<file path="config.mk">
export PLATFORM = sky130hd
export DESIGN_NAME = integer_to_english_word_tokens_unit
export DESIGN_NICKNAME = d
export VERILOG_FILES = /design/src/sv/itew_pkg.sv /design/src/sv/itew_cell.sv /design/src/sv/itew_emit.sv /design/src/sv/integer_to_english_word_tokens_unit.sv
export SDC_FILE = /design/constraint.sdc
export NUM_CORES = 2
export LEC_CHECK = 0
export BUFFER_PORTS_ARGS = -buffer_cell sky130_fd_sc_hd__buf_2
export CAP_MARGIN = 30
export CORE_UTILIZATION = 40
export DETAILED_ROUTE_END_ITERATION = 6
export GPL_ROUTABILITY_DRIVEN = 0
export PLACE_DENSITY_LB_ADDON = 0.12
export SLEW_MARGIN = 30
export SYNTH_ARGS = -nofsm -noshare
export SYNTH_HDL_FRONTEND = slang
export SYNTH_SLANG_ARGS = --single-unit
</file>
<file path="constraint.sdc">
create_clock -name i_clk -period 6 [get_ports i_clk]
set_clock_uncertainty 0.2 [all_clocks]
set_input_delay 1.2 -clock i_clk [delete_from_list [all_inputs] [get_ports i_clk]]
set_output_delay 1.2 -clock i_clk [all_outputs]
set_load 0.05 [all_outputs]
</file>
<file path="src/sv/itew_pkg.sv">
`timescale 1ns / 1ps
// Shared constants, token codes and the data record passed along the conversion chain
// of the integer to English word token unit. Depends on nothing.
package itew_pkg;

    localparam int BinW          = 32;
    localparam int DigitW        = 4;
    localparam int BcdDigits     = 10;
    localparam int BcdW          = BcdDigits * DigitW;
    localparam int NumCells      = BinW;
    localparam int Groups        = 4;
    localparam int GroupW        = 3 * DigitW;
    localparam int DigsW         = Groups * GroupW;
    localparam int SlotsPerGroup = 5;
    localparam int NumSlots      = 1 + Groups * SlotsPerGroup;
    localparam int WordW         = 6;

    typedef logic [WordW-1:0]    t_word;
    typedef logic [NumSlots-1:0] t_mask;

    localparam t_word TOK_ZERO      = t_word'(0);
    localparam t_word TOK_TEEN_BASE = t_word'(10);
    localparam t_word TOK_TENS_BASE = t_word'(18);
    localparam t_word TOK_HUNDRED   = t_word'(28);
    localparam t_word TOK_THOUSAND  = t_word'(29);
    localparam t_word TOK_NEGATIVE  = t_word'(32);

    typedef struct packed {
        logic            neg;
        logic [BcdW-1:0] bcd;
        logic [BinW-1:0] bin;
    } t_cell_data;

endpackage

</file>
<file path="src/sv/itew_cell.sv">
`timescale 1ns / 1ps
// One conversion cell: a single shift-and-add-three step of binary to BCD conversion,
// held in a pipeline register with valid/ready flow control. Depends on itew_pkg.
module itew_cell (
    input  logic                 i_clk,
    input  logic                 i_rst_n,
    input  logic                 i_valid,
    output logic                 o_ready,
    input  itew_pkg::t_cell_data i_data,
    output logic                 o_valid,
    input  logic                 i_ready,
    output itew_pkg::t_cell_data o_data
);

    logic                 r_valid;
    itew_pkg::t_cell_data r_data;
    itew_pkg::t_cell_data n_data;

    assign o_ready = !r_valid || i_ready;
    assign o_valid = r_valid;
    assign o_data  = r_data;

    always_comb begin
        logic [itew_pkg::BcdW-1:0]   adj;
        logic [itew_pkg::DigitW-1:0] dig;
        adj = '0;
        for (int d = 0; d < itew_pkg::BcdDigits; d++) begin
            dig = i_data.bcd[d*itew_pkg::DigitW +: itew_pkg::DigitW];
            adj[d*itew_pkg::DigitW +: itew_pkg::DigitW] =
                (dig >= itew_pkg::DigitW'(5)) ? dig + itew_pkg::DigitW'(3) : dig;
        end
        n_data.neg = i_data.neg;
        n_data.bcd = {adj[itew_pkg::BcdW-2:0], i_data.bin[itew_pkg::BinW-1]};
        n_data.bin = {i_data.bin[itew_pkg::BinW-2:0], 1'b0};
    end

    always_ff @(posedge i_clk) begin
        if (!i_rst_n) begin
            r_valid <= 1'b0;
        end else if (o_ready) begin
            r_valid <= i_valid;
        end
    end

    always_ff @(posedge i_clk) begin
        if (o_ready && i_valid) begin
            r_data <= n_data;
        end
    end

endmodule

</file>
<file path="src/sv/itew_emit.sv">
`timescale 1ns / 1ps
// Token sequencer: turns a request's ten BCD digits into word tokens, handed out one
// per cycle while i_ready is high via an output register. Depends on itew_pkg.
module itew_emit (
    input  logic                 i_clk,
    input  logic                 i_rst_n,
    input  logic                 i_valid,
    output logic                 o_ready,
    input  itew_pkg::t_cell_data i_data,
    output logic                 o_valid,
    input  logic                 i_ready,
    output itew_pkg::t_word      o_word,
    output logic                 o_last
);

    logic            r_busy;
    itew_pkg::t_mask r_mask;
    itew_pkg::t_word r_tok [itew_pkg::NumSlots];
    logic            r_out_valid;
    itew_pkg::t_word r_out_word;
    logic            r_out_last;

    itew_pkg::t_word new_tok [itew_pkg::NumSlots];
    itew_pkg::t_mask new_mask;
    itew_pkg::t_mask low;
    itew_pkg::t_word emit_word;
    logic            out_adv;
    logic            emit;
    logic            emit_last;
    logic            load;

    // Each group owns five slots in spoken order: hundreds digit, hundred,
    // teen or tens word, units word and scale word. Slot zero is the sign or zero.
    always_comb begin
        logic [itew_pkg::DigsW-1:0]  digs;
        logic [itew_pkg::DigitW-1:0] dh;
        logic [itew_pkg::DigitW-1:0] dt;
        logic [itew_pkg::DigitW-1:0] du;
        int                          base;
        digs     = itew_pkg::DigsW'(i_data.bcd);
        new_mask = '0;
        for (int s = 0; s < itew_pkg::NumSlots; s++) begin
            new_tok[s] = itew_pkg::TOK_ZERO;
        end
        new_tok[0]  = i_data.neg ? itew_pkg::TOK_NEGATIVE : itew_pkg::TOK_ZERO;
        new_mask[0] = i_data.neg || (i_data.bcd == '0);
        for (int g = 0; g < itew_pkg::Groups; g++) begin
            du   = digs[g*itew_pkg::GroupW +: itew_pkg::DigitW];
            dt   = digs[g*itew_pkg::GroupW + itew_pkg::DigitW +: itew_pkg::DigitW];
            dh   = digs[g*itew_pkg::GroupW + 2*itew_pkg::DigitW +: itew_pkg::DigitW];
            base = 1 + itew_pkg::SlotsPerGroup * (itew_pkg::Groups - 1 - g);
            new_tok[base]      = itew_pkg::WordW'(dh);
            new_mask[base]     = (dh != '0);
            new_tok[base+1]    = itew_pkg::TOK_HUNDRED;
            new_mask[base+1]   = (dh != '0);
            if (dt == itew_pkg::DigitW'(1)) begin
                new_tok[base+2]  = itew_pkg::TOK_TEEN_BASE + itew_pkg::WordW'(du);
                new_mask[base+2] = 1'b1;
            end else begin
                new_tok[base+2]  = itew_pkg::TOK_TENS_BASE + itew_pkg::WordW'(dt);
                new_mask[base+2] = (dt >= itew_pkg::DigitW'(2));
            end
            new_tok[base+3]  = itew_pkg::WordW'(du);
            new_mask[base+3] = (dt != itew_pkg::DigitW'(1)) && (du != '0);
            new_tok[base+4]  = itew_pkg::TOK_THOUSAND + itew_pkg::WordW'(g - 1);
            new_mask[base+4] = (g > 0) && ({dh, dt, du} != '0);
        end
    end

    // The lowest pending slot is the next token to go out.
    always_comb begin
        low       = r_mask & (~r_mask + itew_pkg::NumSlots'(1));
        emit_word = '0;
        for (int s = 0; s < itew_pkg::NumSlots; s++) begin
            emit_word = emit_word | (low[s] ? r_tok[s] : '0);
        end
    end

    assign out_adv   = !r_out_valid || i_ready;
    assign emit      = r_busy && out_adv;
    assign emit_last = ((r_mask & ~low) == '0);
    assign o_ready   = !r_busy || (emit && emit_last);
    assign load      = i_valid && o_ready;

    always_ff @(posedge i_clk) begin
        if (!i_rst_n) begin
            r_busy <= 1'b0;
        end else if (load) begin
            r_busy <= 1'b1;
        end else if (emit && emit_last) begin
            r_busy <= 1'b0;
        end
    end

    always_ff @(posedge i_clk) begin
        if (load) begin
            r_mask <= new_mask;
            r_tok  <= new_tok;
        end else if (emit) begin
            r_mask <= r_mask & ~low;
        end
    end

    always_ff @(posedge i_clk) begin
        if (!i_rst_n) begin
            r_out_valid <= 1'b0;
        end else if (out_adv) begin
            r_out_valid <= emit;
        end
    end

    always_ff @(posedge i_clk) begin
        if (emit) begin
            r_out_word <= emit_word;
            r_out_last <= emit_last;
        end
    end

    assign o_valid = r_out_valid;
    assign o_word  = r_out_word;
    assign o_last  = r_out_last;

    a_busy_has_tokens: assert property (@(posedge i_clk) disable iff (!i_rst_n)
        r_busy |-> (r_mask != '0))
        else $error("sequencer busy with no tokens pending");

    a_load_only_on_final: assert property (@(posedge i_clk) disable iff (!i_rst_n)
        (load && r_busy) |-> (emit && emit_last))
        else $error("new request loaded over an unfinished one");

    a_idle_after_final: assert property (@(posedge i_clk) disable iff (!i_rst_n)
        (emit && emit_last && !load) |=> !r_busy)
        else $error("sequencer still busy after its final token");

    a_busy_midway: assert property (@(posedge i_clk) disable iff (!i_rst_n)
        (emit && !emit_last) |=> (r_busy && r_mask != '0))
        else $error("sequencer dropped a request before its final token");

endmodule

</file>
<file path="src/sv/integer_to_english_word_tokens_unit.sv">
`timescale 1ns / 1ps
// Top level of the integer to English word token unit: conversion cell chain and token
// sequencer. Depends on itew_pkg, itew_cell and itew_emit.
//
// Each request carries one signed 32-bit value and produces its English spelling as
// word tokens, one token per transfer with the final one flagged by o_last: Negative
// first for negative values, Zero alone for zero, otherwise hundreds, teen or tens and
// units, and a scale word for every non-zero group of three digits but the lowest. The
// value enters a chain of 32 identical cells, each performing one binary to BCD step,
// so a request passes through every cell register in turn before it is loaded into the
// token sequencer, whose output register then offers its first token. The sequencer
// sends one token per cycle while i_ready is high, so a request occupies it until all
// of its tokens, from one to seventeen, have gone; that token count sets the sustained
// rate, and further requests queue in the cell chain meanwhile.
module integer_to_english_word_tokens_unit (
    input  logic                    i_clk,
    input  logic                    i_rst_n,
    input  logic                    i_valid,
    output logic                    o_ready,
    input  logic signed [31:0]      i_value,
    output logic                    o_valid,
    input  logic                    i_ready,
    output logic [5:0]              o_word,
    output logic                    o_last
);

    logic                 c_valid [itew_pkg::NumCells+1];
    logic                 c_ready [itew_pkg::NumCells+1];
    itew_pkg::t_cell_data c_data  [itew_pkg::NumCells+1];
    logic [itew_pkg::BinW-1:0] raw;

    // The magnitude is taken as unsigned, so the most negative value keeps its true size.
    assign raw          = i_value;
    assign c_valid[0]   = i_valid;
    assign o_ready      = c_ready[0];
    assign c_data[0].neg = raw[itew_pkg::BinW-1];
    assign c_data[0].bcd = '0;
    assign c_data[0].bin = raw[itew_pkg::BinW-1] ? (~raw + itew_pkg::BinW'(1)) : raw;

    for (genvar i = 0; i < itew_pkg::NumCells; i++) begin : g_cell
        itew_cell u_cell (
            .i_clk   (i_clk),
            .i_rst_n (i_rst_n),
            .i_valid (c_valid[i]),
            .o_ready (c_ready[i]),
            .i_data  (c_data[i]),
            .o_valid (c_valid[i+1]),
            .i_ready (c_ready[i+1]),
            .o_data  (c_data[i+1])
        );
    end

    itew_emit u_emit (
        .i_clk   (i_clk),
        .i_rst_n (i_rst_n),
        .i_valid (c_valid[itew_pkg::NumCells]),
        .o_ready (c_ready[itew_pkg::NumCells]),
        .i_data  (c_data[itew_pkg::NumCells]),
        .o_valid (o_valid),
        .i_ready (i_ready),
        .o_word  (o_word),
        .o_last  (o_last)
    );

endmodule
</file>
==> metrics <==
status=complete, no violations; vias post-DR=30.4k; starting density of the core=40.4%; Final Cycle Share=91.9%; IO Pins=45; Mapped Cells=4240; Worst Tran Pin Value=991 ps; first-pass GRT wire length=157 mm; most frequent cells in the layout=edfxtp_1, nand2_1, o21ai_0; Detailed Routing Iterations Pass 1=5; Layout fillers=12.6k; Post-synth ARST share=0%; Ys Warns=0; Die Ht=381 um; root buffer cell=clkbuf_16; routed len/inst=15.2 um; Distinct cells, synth=81; Via density=4.71; CP Class=reg2out; multi-input logic area=17000 um^2; IO Port Bufs=44; syn avg cell area=13.5 um^2; Power Dens Cells=289 nW/um^2; utilization after layout=46.0%; Hold Buf Count CTS=0; Post-CTS Setup Inserts=0; Startpoint Class=flop; Synth Register Bits=1317; worst skew pair latency=760 ps; post-CTS sizing=0; Comb power frac=0.5%; sequential fraction of the synthesis area=68.3%; die area=145000 um^2; final wirelength=98.1 mm; FF/Latch Area=39200 um^2; worst hold path class=reg2reg; setup violators final=0; Total Power=18.8 mW; CP Max Fanout=15; Syn Nets=4604; # nets final=4807; worst vdd ir=206 uV; Initial DRC Count=1988; row count=138; Netlist Area Pre-Place=57300 um^2; Num CTS Buffers=145; Pint=15.2 mW; RSZ-0062 raised after global routing=no; critical path required time=4600 ps; Top FF cell, synth=edfxtp_1; Arrival @ worst endpoint=4110 ps; worst relative slew slack=33.3%; sequential power share=53.2%; antenna cells=0; Static Leak=24.0 nW; drt drc=0; DRT antenna net count=0; Core Box Area=142000 um^2; Die Wd=381 um; CTS tree=built; Sinks on Clock Net=1317; Clk network pwr share=46.3%; synth-to-layout area growth=13.8%; most common cell after layout, fill and taps aside=edfxtp_1; maximum root-to-sink buffer count=3; CTS HTree Levels=4; gr ovfl total=0; Clock Pin Slew Worst Setup and Hold Paths=60 ps; Hold Fails Final Rpt=0; number of max-cap violations=0; Sw Ratio=19.3%; vias in the first global route=29.9k; share of layout cells above drive strength 1=7.68%; EDFF count, synth=1279; DP Wirelength=68.1 mm; largest net degree at the start of global routing=48; worst slack, placed=1270 ps; final setup TNS=0 ps; Max Slew Vio Count=0; Crit. End Element=primary output; crit path time final=5510 ps; All-Layer GR Usage=13.8%; initial antenna violation count=7; Final WS setup=488 ps; f_max=181 MHz; Sw Pwr=3.63 mW
==> Yosys cell counts (all sizes together), types with 3 or more instances <==
| cell type | count | area share (%) |
|---|---|---|
| nor2b | 20 | 0.22 |
| nor4b | 7 | 0.11 |
| a32oi | 4 | 0.061 |
| and3 | 7 | 0.076 |
| a222oi | 4 | 0.070 |
| o31ai | 10 | 0.15 |
| nand2 | 635 | 4.2 |
| nor4 | 16 | 0.22 |
| o22a | 8 | 0.12 |
| nor2 | 190 | 1.2 |
| a21boi | 7 | 0.092 |
| nor3 | 18 | 0.19 |
| o41ai | 5 | 0.14 |
| or3 | 7 | 0.081 |
| o32ai | 4 | 0.074 |
| mux2 | 5 | 0.098 |
| nand2b | 290 | 3.2 |
| a21o | 3 | 0.039 |
| nand4 | 6 | 0.076 |
| a221oi | 5 | 0.076 |
| o211ai | 4 | 0.052 |
| mux2i | 152 | 2.7 |
| o21a | 23 | 0.30 |
| edfxtp | 1279 | 67 |
| nand3 | 21 | 0.19 |
| dfxtp | 38 | 1.3 |
| xnor2 | 185 | 2.8 |
| clkbuf | 15 | 0.098 |
| o41a | 3 | 0.059 |
| a31oi | 11 | 0.12 |
| inv | 340 | 2.2 |
| and4 | 8 | 0.12 |
| ha | 328 | 7.2 |
| maj3 | 3 | 0.055 |
| o22ai | 5 | 0.055 |
| buf | 13 | 0.13 |
| o21ai | 344 | 3.0 |
| and2 | 8 | 0.087 |
| or4 | 10 | 0.16 |
| a21oi | 171 | 1.5 |
==> power by group through the flow <==
stage,sequential (mW),combinational [mW],clock (mW)
final,10.0,0.0893,8.72
after global routing,10.0,0.100,9.36
after CTS,10.0,0.0891,9.01
after detailed placement,10.2,0.0888,0
after global placement,10.2,0.0863,0
after floorplan,10.2,0.0527,0
==> cell families after synthesis <==
group	Yosys count	synth area share, %
flops	1317	68.3
xor+xnor	187	2.86
simple gates	1252	10.2
compound gates	628	6.18
mux	157	2.75
fa+ha+maj	331	7.21
buf+inv	368	2.45
==> per-layer routing <==
layer,global-route usage [%],up-vias,wire (um)
li1,-,15500,-
met1,17.8,14300,43900
met2,22.7,451,46200
met3,3.12,175,5330
met4,4.88,6,2660
met5,0,-,34
==> critical path, cell delays in order, from the launching register on <==
cell and delay, ps:
edfxtp_1 590, or3_1 530, or3_1 450, o31ai_1 400, and4bb_1 270, and4b_1 450, nor4_1 170, buf_4 200
inv_1 50, buf_2 250
==> through the flow <==
step,cell area (um^2),hold WS [ps],cells
floorplan,57300,200,4240
global placement,60300,200,6177
detailed placement,60500,205,6185
CTS,65300,205,6448
global route,65300,215,6449
finish,65300,199,6449
==> cell type report <==
class / instances / area share (%)
Inverter: 340 / 1.96
Clock inverter: 81 / 1.23
Clock buffer: 182 / 6.01
Multi-Input combinational cell: 2555 / 26.1
Timing Repair Buffer: 84 / 1.07
Sequential cell: 1317 / 60.0
Tap cell: 1890 / 3.62
==> flip-flops by register name, summed over array words and instances, names as in the netlist <==
name / flops
g_cell.u_cell.o_data: 1208
u_emit.r_tok: 47
g_cell.u_cell.o_valid: 32
u_emit.r_mask: 21
u_emit.o_word: 6
u_emit.o_last: 1
u_emit.o_valid: 1
u_emit.r_busy: 1
==> final timing paths <==
path	slack [ps]	cells after the start	from	endpoint
setup / recovery	490	9	u_emit.r_mask[9]	o_ready
hold / removal	200	0	g_cell[6].u_cell.o_data[17]	g_cell[7].u_cell.o_data[18]
setup reg to reg	1330	9	u_emit.r_mask[9]	g_cell[10].u_cell.o_data[44]
hold reg to reg	200	0	g_cell[6].u_cell.o_data[17]	g_cell[7].u_cell.o_data[18]
Power figures use the tool's default switching activity.
